<file path="src/sv/srmd_pkg.sv">
// ----------------------------------------------------------------------------
// srmd_pkg: shared types and constants for the sensor reply decoder
// Request and result structs, status and function codes, stage structs and
// width helpers that follow from the number of fraction bits.
// ----------------------------------------------------------------------------
package srmd_pkg;

    localparam int FRAC_BITS_DEF = 18;
    localparam int VALUE_W       = 40;
    localparam int SIG_W         = 12;           // hidden one, 3 + 8 mantissa bits
    localparam int EXP_MAX       = 15;
    localparam int MAG0_W        = SIG_W + EXP_MAX;
    localparam int FRAC_REF      = 18;           // fraction bits with no extra shift
    localparam int RES_SCALE     = 1000;
    localparam int TEMP_OFFSET   = 32;

    localparam logic [7:0] BROADCAST_ID = 8'hFF;
    localparam logic [1:0] LAST_POS     = 2'd3;

    typedef enum logic [1:0] {
        ST_OK   = 2'd0,
        ST_ADDR = 2'd1,
        ST_CSUM = 2'd2,
        ST_ZERO = 2'd3
    } status_t;

    typedef enum logic [1:0] {
        FN_RES  = 2'd0,
        FN_RAW  = 2'd1,
        FN_VOLT = 2'd2,
        FN_TEMP = 2'd3
    } func_t;

    typedef struct packed {
        logic [7:0] rx_byte;
        logic       frame_start;
        logic [7:0] sent_id;
        logic [1:0] func;
    } byte_req_t;

    typedef struct packed {
        logic signed [VALUE_W-1:0] value;
        logic [1:0]                status;
        logic                      error_flag;
    } result_t;

    typedef struct packed {
        status_t status;
        logic    error_flag;
        func_t   func;
    } meta_t;

    typedef struct packed {
        meta_t      meta;
        logic [7:0] hi;
        logic [7:0] lo;
    } check_t;

    function automatic int shl_bits(int frac);
        return (frac >= FRAC_REF) ? frac - FRAC_REF : 0;
    endfunction

    function automatic int shr_bits(int frac);
        return (frac < FRAC_REF) ? FRAC_REF - frac : 0;
    endfunction

    function automatic int mag_width(int frac);
        return MAG0_W + shl_bits(frac);
    endfunction

    // magnitude of (v - 32) times five
    function automatic int x_width(int frac);
        return mag_width(frac) + 4;
    endfunction

    // signed product v * 1000, at least one bit above the result width
    function automatic int sat_width(int frac);
        return (mag_width(frac) + 11 > VALUE_W + 1) ? mag_width(frac) + 11 : VALUE_W + 1;
    endfunction

endpackage

</file>
<file path="src/sv/srmd_frame.sv">
// ----------------------------------------------------------------------------
// srmd_frame: byte framing and reply checks
// Collects the first three reply bytes, checks the fourth against address,
// checksum and zero value, keeps the sticky error flag and loads stage one.
// ----------------------------------------------------------------------------
module srmd_frame (
    input  logic               clk,
    input  logic               rst_n,
    input  logic               byte_valid,
    output logic               byte_stall,
    input  srmd_pkg::byte_req_t byte_data,
    output logic               s1_valid,
    input  logic               s2_ready,
    output srmd_pkg::check_t   s1_data
);
    import srmd_pkg::*;

    logic [1:0] pos_reg, pos_next;
    logic [7:0] bytes_reg [3];
    logic       err_reg, err_next;
    logic       s1_valid_reg, s1_valid_next;
    check_t     s1_data_reg;

    logic [1:0] pos_eff;
    logic       last_byte;
    logic       s1_ready;
    logic       accept;
    logic       load;
    logic [7:0] csum;
    status_t    status;
    logic       err_chk;
    func_t      func;

    always_comb
    begin
        pos_eff   = byte_data.frame_start ? 2'd0 : pos_reg;
        last_byte = (pos_eff == LAST_POS);
        s1_ready  = !s1_valid_reg || s2_ready;
        accept    = byte_valid && s1_ready;
        load      = accept && last_byte;
        func      = func_t'(byte_data.func);
        csum      = bytes_reg[0] ^ bytes_reg[1] ^ bytes_reg[2];
        err_chk   = err_reg;
        priority if (bytes_reg[0] != byte_data.sent_id)
        begin
            status = ST_ADDR;
            // a broadcast request leaves the flag alone for voltage and temperature
            if (func == FN_RES || func == FN_RAW || byte_data.sent_id != BROADCAST_ID)
            begin
                err_chk = 1'b1;
            end
        end
        else if (csum != byte_data.rx_byte)
        begin
            status = ST_CSUM;
        end
        else if (bytes_reg[1] == 8'd0 && bytes_reg[2] == 8'd0)
        begin
            status  = ST_ZERO;
            err_chk = 1'b1;
        end
        else
        begin
            status  = ST_OK;
            err_chk = 1'b0;
        end
    end

    always_comb
    begin
        pos_next = pos_reg;
        if (accept)
        begin
            pos_next = last_byte ? 2'd0 : pos_eff + 2'd1;
        end
        err_next      = load ? err_chk : err_reg;
        s1_valid_next = load ? 1'b1 : (s1_ready ? 1'b0 : s1_valid_reg);
    end

    always_ff @(posedge clk or negedge rst_n)
    begin
        if (!rst_n)
        begin
            pos_reg      <= 2'd0;
            err_reg      <= 1'b0;
            s1_valid_reg <= 1'b0;
        end
        else
        begin
            pos_reg      <= pos_next;
            err_reg      <= err_next;
            s1_valid_reg <= s1_valid_next;
        end
    end

    always_ff @(posedge clk)
    begin
        if (accept && !last_byte)
        begin
            bytes_reg[pos_eff] <= byte_data.rx_byte;
        end
        if (load)
        begin
            s1_data_reg.meta.status     <= status;
            s1_data_reg.meta.error_flag <= err_chk;
            s1_data_reg.meta.func       <= func;
            s1_data_reg.hi              <= bytes_reg[1];
            s1_data_reg.lo              <= bytes_reg[2];
        end
    end

    assign byte_stall = !s1_ready;
    assign s1_valid   = s1_valid_reg;
    assign s1_data    = s1_data_reg;

endmodule

</file>
<file path="src/sv/srmd_decode.sv">
// ----------------------------------------------------------------------------
// srmd_decode: minifloat to fixed point, first scaling step
// Expands the minifloat, forms v * 1000 for resistance and |v - 32| * 5 with
// its sign for temperature, and registers them for the divide stages.
// ----------------------------------------------------------------------------
module srmd_decode #(
    parameter int FRAC_BITS = srmd_pkg::FRAC_BITS_DEF
) (
    input  logic                                         clk,
    input  logic                                         rst_n,
    input  logic                                         s1_valid,
    output logic                                         s2_ready,
    input  srmd_pkg::check_t                             s1_data,
    output logic                                         s2_valid,
    input  logic                                         s3_ready,
    output srmd_pkg::meta_t                              s2_meta,
    output logic signed [srmd_pkg::sat_width(FRAC_BITS)-1:0] s2_wide,
    output logic [srmd_pkg::x_width(FRAC_BITS)-1:0]      s2_x,
    output logic                                         s2_neg
);
    import srmd_pkg::*;

    localparam int SHL   = shl_bits(FRAC_BITS);
    localparam int SHR   = shr_bits(FRAC_BITS);
    localparam int MAG_W = mag_width(FRAC_BITS);
    localparam int V_W   = MAG_W + 1;
    localparam int T_SW  = V_W + 1;
    localparam int X_W   = x_width(FRAC_BITS);
    localparam int SAT_W = sat_width(FRAC_BITS);

    localparam logic signed [T_SW-1:0]  TEMP_OFF = T_SW'(longint'(TEMP_OFFSET) << FRAC_BITS);
    localparam logic signed [SAT_W-1:0] RES_K    = SAT_W'(RES_SCALE);

    logic                     valid_reg, valid_next;
    meta_t                    meta_reg;
    logic signed [SAT_W-1:0]  wide_reg, wide_next;
    logic [X_W-1:0]           x_reg, x_next;
    logic                     neg_reg, neg_next;

    logic                     load;
    logic [SIG_W-1:0]         sig;
    logic [MAG0_W-1:0]        mag0;
    logic [MAG_W-1:0]         mag;
    logic signed [V_W-1:0]    v;
    logic signed [SAT_W-1:0]  v_ext;
    logic signed [T_SW-1:0]   t;
    logic signed [T_SW-1:0]   t_abs;
    logic [T_SW-2:0]          a;

    always_comb
    begin
        sig   = {1'b1, s1_data.hi[2:0], s1_data.lo};
        mag0  = MAG0_W'(sig) << s1_data.hi[6:3];
        // one of the two shifts is zero
        mag   = (MAG_W'(mag0) << SHL) >> SHR;
        v     = s1_data.hi[7] ? -$signed({1'b0, mag}) : $signed({1'b0, mag});
        v_ext = SAT_W'(v);
        wide_next = (s1_data.meta.func == FN_RES) ? v_ext * RES_K : v_ext;
        t        = T_SW'(v) - TEMP_OFF;
        neg_next = t[T_SW-1];
        t_abs    = neg_next ? -t : t;
        a        = t_abs[T_SW-2:0];
        x_next   = (X_W'(a) << 2) + X_W'(a);
    end

    always_comb
    begin
        s2_ready   = !valid_reg || s3_ready;
        load       = s1_valid && s2_ready;
        valid_next = load ? 1'b1 : (s2_ready ? 1'b0 : valid_reg);
    end

    always_ff @(posedge clk or negedge rst_n)
    begin
        if (!rst_n)
        begin
            valid_reg <= 1'b0;
        end
        else
        begin
            valid_reg <= valid_next;
        end
    end

    always_ff @(posedge clk)
    begin
        if (load)
        begin
            meta_reg <= s1_data.meta;
            wide_reg <= wide_next;
            x_reg    <= x_next;
            neg_reg  <= neg_next;
        end
    end

    assign s2_valid = valid_reg;
    assign s2_meta  = meta_reg;
    assign s2_wide  = wide_reg;
    assign s2_x     = x_reg;
    assign s2_neg   = neg_reg;

endmodule

</file>
<file path="src/sv/srmd_scale.sv">
// ----------------------------------------------------------------------------
// srmd_scale: divide by nine, saturation and result register
// Divides the temperature term by nine through a split reciprocal multiply,
// clamps the other path to 40 bits and holds the finished result.
// ----------------------------------------------------------------------------
module srmd_scale #(
    parameter int FRAC_BITS = srmd_pkg::FRAC_BITS_DEF
) (
    input  logic                                         clk,
    input  logic                                         rst_n,
    input  logic                                         s2_valid,
    output logic                                         s3_ready,
    input  srmd_pkg::meta_t                              s2_meta,
    input  logic signed [srmd_pkg::sat_width(FRAC_BITS)-1:0] s2_wide,
    input  logic [srmd_pkg::x_width(FRAC_BITS)-1:0]      s2_x,
    input  logic                                         s2_neg,
    output logic                                         result_valid,
    input  logic                                         result_stall,
    output srmd_pkg::result_t                            result_data
);
    import srmd_pkg::*;

    localparam int X_W   = x_width(FRAC_BITS);
    localparam int SAT_W = sat_width(FRAC_BITS);
    localparam int K     = X_W + 4;
    localparam int MW    = X_W + 1;
    localparam int XL    = X_W / 2;
    localparam int XH    = X_W - XL;
    localparam int PLO_W = XL + MW;
    localparam int PHI_W = XH + MW;
    localparam int SUM_W = X_W + MW;
    localparam int Q_W   = SUM_W - K;

    // ceil(2^K / 9): exact quotient for every X_W-bit dividend
    localparam logic [63:0]             RECIP_FULL = ((64'd1 << K) + 64'd8) / 64'd9;
    localparam logic [MW-1:0]           RECIP      = RECIP_FULL[MW-1:0];
    localparam logic signed [SAT_W-1:0] VAL_MAX_W  = SAT_W'({1'b0, {(VALUE_W-1){1'b1}}});
    localparam logic signed [SAT_W-1:0] VAL_MIN_W  = ~VAL_MAX_W;

    logic                      s3_valid_reg, s3_valid_next;
    meta_t                     s3_meta_reg;
    logic [PLO_W-1:0]          p_lo_reg, p_lo_next;
    logic [PHI_W-1:0]          p_hi_reg, p_hi_next;
    logic                      s3_neg_reg;
    logic signed [VALUE_W-1:0] sat_reg, sat_next;

    logic                      out_valid_reg, out_valid_next;
    result_t                   out_reg, out_next;

    logic                      out_ready;
    logic                      load3;
    logic                      load4;
    logic [SUM_W-1:0]          sum;
    logic [Q_W-1:0]            q;
    logic [VALUE_W-1:0]        q_ext;
    logic signed [VALUE_W-1:0] temp_val;

    always_comb
    begin
        p_lo_next = PLO_W'(s2_x[XL-1:0]) * PLO_W'(RECIP);
        p_hi_next = PHI_W'(s2_x[X_W-1:XL]) * PHI_W'(RECIP);
        priority if (s2_wide > VAL_MAX_W)
        begin
            sat_next = VAL_MAX_W[VALUE_W-1:0];
        end
        else if (s2_wide < VAL_MIN_W)
        begin
            sat_next = VAL_MIN_W[VALUE_W-1:0];
        end
        else
        begin
            sat_next = s2_wide[VALUE_W-1:0];
        end
    end

    always_comb
    begin
        sum      = (SUM_W'(p_hi_reg) << XL) + SUM_W'(p_lo_reg);
        q        = sum[SUM_W-1:K];
        q_ext    = VALUE_W'(q);
        // C division truncates toward zero: divide the magnitude, then sign
        temp_val = s3_neg_reg ? -q_ext : q_ext;
        out_next.status     = s3_meta_reg.status;
        out_next.error_flag = s3_meta_reg.error_flag;
        priority if (s3_meta_reg.status != ST_OK)
        begin
            out_next.value = '0;
        end
        else if (s3_meta_reg.func == FN_TEMP)
        begin
            out_next.value = temp_val;
        end
        else
        begin
            out_next.value = sat_reg;
        end
    end

    always_comb
    begin
        out_ready      = !out_valid_reg || !result_stall;
        s3_ready       = !s3_valid_reg || out_ready;
        load3          = s2_valid && s3_ready;
        load4          = s3_valid_reg && out_ready;
        s3_valid_next  = load3 ? 1'b1 : (s3_ready ? 1'b0 : s3_valid_reg);
        out_valid_next = load4 ? 1'b1 : (out_ready ? 1'b0 : out_valid_reg);
    end

    always_ff @(posedge clk or negedge rst_n)
    begin
        if (!rst_n)
        begin
            s3_valid_reg  <= 1'b0;
            out_valid_reg <= 1'b0;
        end
        else
        begin
            s3_valid_reg  <= s3_valid_next;
            out_valid_reg <= out_valid_next;
        end
    end

    always_ff @(posedge clk)
    begin
        if (load3)
        begin
            s3_meta_reg <= s2_meta;
            p_lo_reg    <= p_lo_next;
            p_hi_reg    <= p_hi_next;
            s3_neg_reg  <= s2_neg;
            sat_reg     <= sat_next;
        end
        if (load4)
        begin
            out_reg <= out_next;
        end
    end

    assign result_valid = out_valid_reg;
    assign result_data  = out_reg;

endmodule

</file>
<file path="src/sv/sensor_reply_minifloat_decoder_top.sv">
// The checks register takes the fourth reply byte; decode, multiply and result registers follow.
// Four stages: checks, decode, reciprocal multiply, result; one byte per cycle unless stalled.
// The divide by nine is a split reciprocal multiply spread over the last two stages.
// Reset clears byte position, sticky error flag and all stage valids; reply bytes are not reset.
// ----------------------------------------------------------------------------
// sensor_reply_minifloat_decoder_top: battery sensor reply decoder
// Frames four-byte replies, checks them and converts the minifloat value to
// 40-bit signed fixed point scaled by the requested function.
// ----------------------------------------------------------------------------
module sensor_reply_minifloat_decoder_top #(
    parameter int FRAC_BITS = srmd_pkg::FRAC_BITS_DEF
) (
    input  logic                clk,
    input  logic                rst_n,
    input  logic                byte_valid,
    output logic                byte_stall,
    input  srmd_pkg::byte_req_t byte_data,
    output logic                result_valid,
    input  logic                result_stall,
    output srmd_pkg::result_t   result_data
);
    import srmd_pkg::*;

    localparam int X_W   = x_width(FRAC_BITS);
    localparam int SAT_W = sat_width(FRAC_BITS);

    logic                    s1_valid;
    logic                    s2_ready;
    check_t                  s1_data;
    logic                    s2_valid;
    logic                    s3_ready;
    meta_t                   s2_meta;
    logic signed [SAT_W-1:0] s2_wide;
    logic [X_W-1:0]          s2_x;
    logic                    s2_neg;

    srmd_frame u_frame (
        .clk        (clk),
        .rst_n      (rst_n),
        .byte_valid (byte_valid),
        .byte_stall (byte_stall),
        .byte_data  (byte_data),
        .s1_valid   (s1_valid),
        .s2_ready   (s2_ready),
        .s1_data    (s1_data)
    );

    srmd_decode #(
        .FRAC_BITS (FRAC_BITS)
    ) u_decode (
        .clk      (clk),
        .rst_n    (rst_n),
        .s1_valid (s1_valid),
        .s2_ready (s2_ready),
        .s1_data  (s1_data),
        .s2_valid (s2_valid),
        .s3_ready (s3_ready),
        .s2_meta  (s2_meta),
        .s2_wide  (s2_wide),
        .s2_x     (s2_x),
        .s2_neg   (s2_neg)
    );

    srmd_scale #(
        .FRAC_BITS (FRAC_BITS)
    ) u_scale (
        .clk          (clk),
        .rst_n        (rst_n),
        .s2_valid     (s2_valid),
        .s3_ready     (s3_ready),
        .s2_meta      (s2_meta),
        .s2_wide      (s2_wide),
        .s2_x         (s2_x),
        .s2_neg       (s2_neg),
        .result_valid (result_valid),
        .result_stall (result_stall),
        .result_data  (result_data)
    );

`ifndef ASSERT_OFF
    a_fail_zero_value: assert property (@(posedge clk) disable iff (!rst_n)
        result_valid && result_data.status != ST_OK |-> result_data.value == '0)
        else $error("failed reply carries a non-zero value");

    a_ok_clears_flag: assert property (@(posedge clk) disable iff (!rst_n)
        result_valid && result_data.status == ST_OK |-> !result_data.error_flag)
        else $error("good reply left the error flag set");

    a_zero_sets_flag: assert property (@(posedge clk) disable iff (!rst_n)
        result_valid && result_data.status == ST_ZERO |-> result_data.error_flag)
        else $error("zero value reply did not set the error flag");

    a_stall_only_full: assert property (@(posedge clk) disable iff (!rst_n)
        byte_stall |-> result_valid && result_stall)
        else $error("input stalled while the pipeline had room");
`endif

endmodule
</file>
<file path="config.mk">
export PLATFORM = sky130hd
export DESIGN_NAME = sensor_reply_minifloat_decoder_top
export DESIGN_NICKNAME = d
export VERILOG_FILES = /design/src/sv/srmd_pkg.sv /design/src/sv/srmd_frame.sv /design/src/sv/srmd_decode.sv /design/src/sv/srmd_scale.sv /design/src/sv/sensor_reply_minifloat_decoder_top.sv
export SDC_FILE = /design/constraint.sdc
export NUM_CORES = 1
export LEC_CHECK = 0
export BUFFER_PORTS_ARGS = -buffer_cell sky130_fd_sc_hd__buf_4
export CAP_MARGIN = 20
export CORE_UTILIZATION = 59
export CTS_CLUSTER_SIZE = 40
export DETAILED_ROUTE_END_ITERATION = 6
export PLACE_DENSITY = 0.79
export SYNTH_ARGS = -nofsm -noshare
export SYNTH_HDL_FRONTEND = slang
export SYNTH_SLANG_ARGS = --single-unit
</file>
<file path="constraint.sdc">
create_clock -name clk -period 8.1 [get_ports clk]
set_input_delay 1.215 -clock clk [delete_from_list [all_inputs] [get_ports clk]]
set_output_delay 1.215 -clock clk [all_outputs]
set_load 0.02 [all_outputs]
</file>
==> metrics.csv <==
stage,metric,value,unit
cells_and_area,max reg flops,46,
clocking,clock slew at reported path FFs,60,ps
sta,Slew Limit Fails,0,
global_routing,largest net degree at the start of global routing,71,
placement,# port buffers,67,
yosys,Yosys cell types,106,
worst_setup_path,FF-to-FF setup slack,380,ps
cells_and_area,"Core Util, Final",0.653,
worst_setup_path,reg2reg end,u_decode.s2_wide[37],
worst_setup_path,CP Data Arrival Time,7990,ps
yosys,Post-synth EDFFs,286,
sta,min cycle time layout,7720,ps
cells_and_area,layout cell share with drive strength beyond 1,0.0905,
pwr,VDD IR max,170,µV
detailed_routing,via count,22500,
clocking,Num CTS Buffers,35,
clocking,clock network latency to the later pin of the worst-skew pair,550,ps
placement,Post-DP HPWL,59.8,mm
job,number of max-cap violations,0,
sta,# setup viols final,0,
clocking,H-tree depth,2,
floorplanning,die height,231,µm
worst_setup_path,Crit-path slowest cell,or4_4,
worst_setup_path,critical path class,register to register,
worst_setup_path,worst-path maximum fanout,33,
worst_setup_path,max incr delay on CP,550,ps
placement,GPL Wtd Cong,0.942,
clocking,Post-CTS Hold Buffers,0,
worst_setup_path,CP Capture Type,register,
floorplanning,Initial Util,0.600,
yosys,top-count cell post-synth,inv_1,
yosys,post-synth top area cell,edfxtp_1,
detailed_routing,DRC viols,1,
clocking,Bufs on Longest Clock Path,3,
worst_setup_path,Setup crit start,u_frame.s1_data[11],
detailed_routing,final wirelength,74.1,mm
yosys,synth cell count leaders,"inv_1, ha_1, edfxtp_1",
outcome,failing checks,DRC,
detailed_routing,vias per inst,5.83,
floorplanning,# IOs,68,
detailed_routing,Final ANT Viol Nets,0,
sta,period utilisation layout,0.953,
yosys,Synth area leaders,"edfxtp_1, ha_1, fa_1",
worst_hold_path,HP Class,register to register,
global_routing,initial antenna violation count,0,
yosys,syn_area_per_cell,10.0,µm²
sta,Final Worst Setup Slack,378,ps
outcome,status,finished with violations,
clocking,TritonCTS clock tree,done,
global_routing,Overflow after GRT,0,
yosys,share of the synthesized area in the top cell type,0.278,
global_routing,global-route wire length before repair,120,mm
floorplanning,Die ar.,53300,µm²
detailed_routing,drt first-iter violations,1795,
sta,Worst Skew,22.0,ps
yosys,part of the Yosys area used for sequential elements,0.284,
sta,Worst Tran Pin Value,1050,ps
yosys,"flops & latches, synth",293,
worst_setup_path,RR Startpoint,u_frame.s1_data[11],
yosys,Gate Count Post-Synth,3086,
global_routing,GRT Total Usage,0.283,
placement,placed cells,3783,
pwr,PD cells,247,nW/µm²
sta,"Hold Vio Cnt, Final",0,
clocking,CTS Sinks,293,
cells_and_area,Layout area overhead,8.91,%
worst_setup_path,CP startpoint kind,register,
placement,pre-CTS setup slack,59.9,ps
worst_setup_path,WP data required,8370,ps
detailed_routing,First-pass DRT Iterations,7,
cells_and_area,# diodes,0,
yosys,Syn Nets,3749,
yosys,Synth warnings,0,
yosys,Post-Synthesis Cell Area,30900,µm²
pwr,Pleak,15.2,nW
yosys,asr flop ratio synth,0.0239,
floorplanning,die width,231,µm
worst_setup_path,worst reg2reg path depth,30,
cells_and_area,NumNets Final,3808,
floorplanning,Rows,83,
clocking,clk root buf,clkbuf_16,
floorplanning,floorplan core area,51500,µm²
detailed_routing,routed len/inst,19.2,µm
global_routing,vias in the first global route,23100,
yosys,Synth Flop Type,edfxtp_1,
worst_setup_path,worst setup path end,u_decode.s2_wide[37],
sta,Fmax,130,MHz
sta,Worst slew margin,0.300,
cells_and_area,Post-Layout Cell Count,3850,
-- worst max-delay path: cells and delay by family, from the launching register on --
kind	cells	cell delay, ps
muxes	1	250
and+or+nand+nor	7	1750
DFF	1	410
buffers and inverters	6	550
AOI/OAI and AO/OA	7	1440
xor gates and xnor gates	2	350
adders and majority gates	7	2690
-- what timing repair did --
item,4_1_cts,5_1_grt
resized for setup,0,19
hold endpoints to repair,0,0
endpoints found under the setup margin,0,13
setup buffers,0,5
-- how the worst min path moves through the flow --
stage / start / end / cells after the start
CTS: u_decode.s2_wide[14] / u_scale.sat_reg[14] / 0
finish: u_decode.s2_wide[14] / u_scale.sat_reg[14] / 0
global route: u_decode.s2_wide[14] / u_scale.sat_reg[14] / 0
floorplan: u_frame.s1_data[18] / u_decode.s2_meta[2] / 0
detailed placement: u_decode.s2_wide[12] / u_scale.sat_reg[12] / 0
global placement: u_decode.s2_wide[11] / u_scale.sat_reg[11] / 0
-- logic make-up after synthesis --
kind of cell,Yosys count,share of synthesized area
buf+inv,595,0.0743
simple gates,658,0.106
fa+ha+maj,646,0.321
flops,293,0.284
other cells,1,0.000121
mux,33,0.0133
compound gates,579,0.120
xor+xnor,281,0.0814
-- cells in the final DEF, fill, tap and decap left out, types with 7 or more instances in the layout --
cell / synthesis / final
inv_1: 466 / 465
ha_1: 395 / 395
edfxtp_1: 286 / 286
fa_1: 245 / 245
nand2_1: 198 / 198
xnor2_1: 191 / 188
a21oi_1: 165 / 165
nor2_1: 153 / 152
o21ai_0: 143 / 141
buf_4: 6 / 140
xor2_1: 86 / 86
a21o_1: 49 / 49
nor3_1: 46 / 46
nand3_1: 43 / 43
nand2b_1: 38 / 38
clkbuf_16: 0 / 36
nor2b_1: 32 / 31
o21a_1: 25 / 25
a211oi_1: 26 / 25
nand4_1: 23 / 23
or2_2: 19 / 19
and3_1: 18 / 18
o31ai_1: 19 / 18
mux2i_1: 18 / 17
and2_1: 19 / 17
a31oi_1: 17 / 17
o211ai_1: 16 / 16
o21bai_1: 15 / 15
nor4_1: 13 / 11
or3_1: 11 / 11
o21ai_1: 8 / 10
inv_2: 8 / 9
nor3b_1: 9 / 9
mux2_2: 8 / 8
a21boi_0: 8 / 7
dfrtp_1: 7 / 7
-- routing by layer --
metal,global-route usage,up-vias,share of wire
met5,0,-,0
met1,0.374,11000,0.43
met4,0.0780,0,0.024
met3,0.0305,135,0.044
li1,-,10700,-
met2,0.491,646,0.50
-- per-stage QoR --
stage | instance area, µm² | hold WS [ps] | total power (W) | TNS [ps]
after floorplan | 30900 | 400 | 0.00545 | 0
after global placement | 32300 | 401 | 0.00641 | 0
after detailed placement | 32300 | 405 | 0.00654 | 0
after CTS | 33500 | 407 | 0.00826 | 0
after global routing | 33600 | 411 | 0.00892 | -12.5
final | 33600 | 406 | 0.00830 | 0
-- where the power goes --
group | leakage (nW) | total, W | switching (W) | internal [W]
clock | 0.583 | 0.00165 | 0.000643 | 0.00101
combinational | 11.9 | 0.00467 | 0.00276 | 0.00191
sequential | 2.69 | 0.00198 | 0.0000427 | 0.00194
-- final cells by class --
| class | instances | area, µm² |
|---|---|---|
| clock inverters | 22 | 288 |
| inverters | 475 | 1780 |
| fillers | 4065 | 17900 |
| multi-input cells | 2198 | 19900 |
| repair buffers | 142 | 1080 |
| flip-flops and latches | 293 | 8760 |
| well taps | 680 | 851 |
| clock buffers | 40 | 916 |
(Power assumes the default switching activity.)
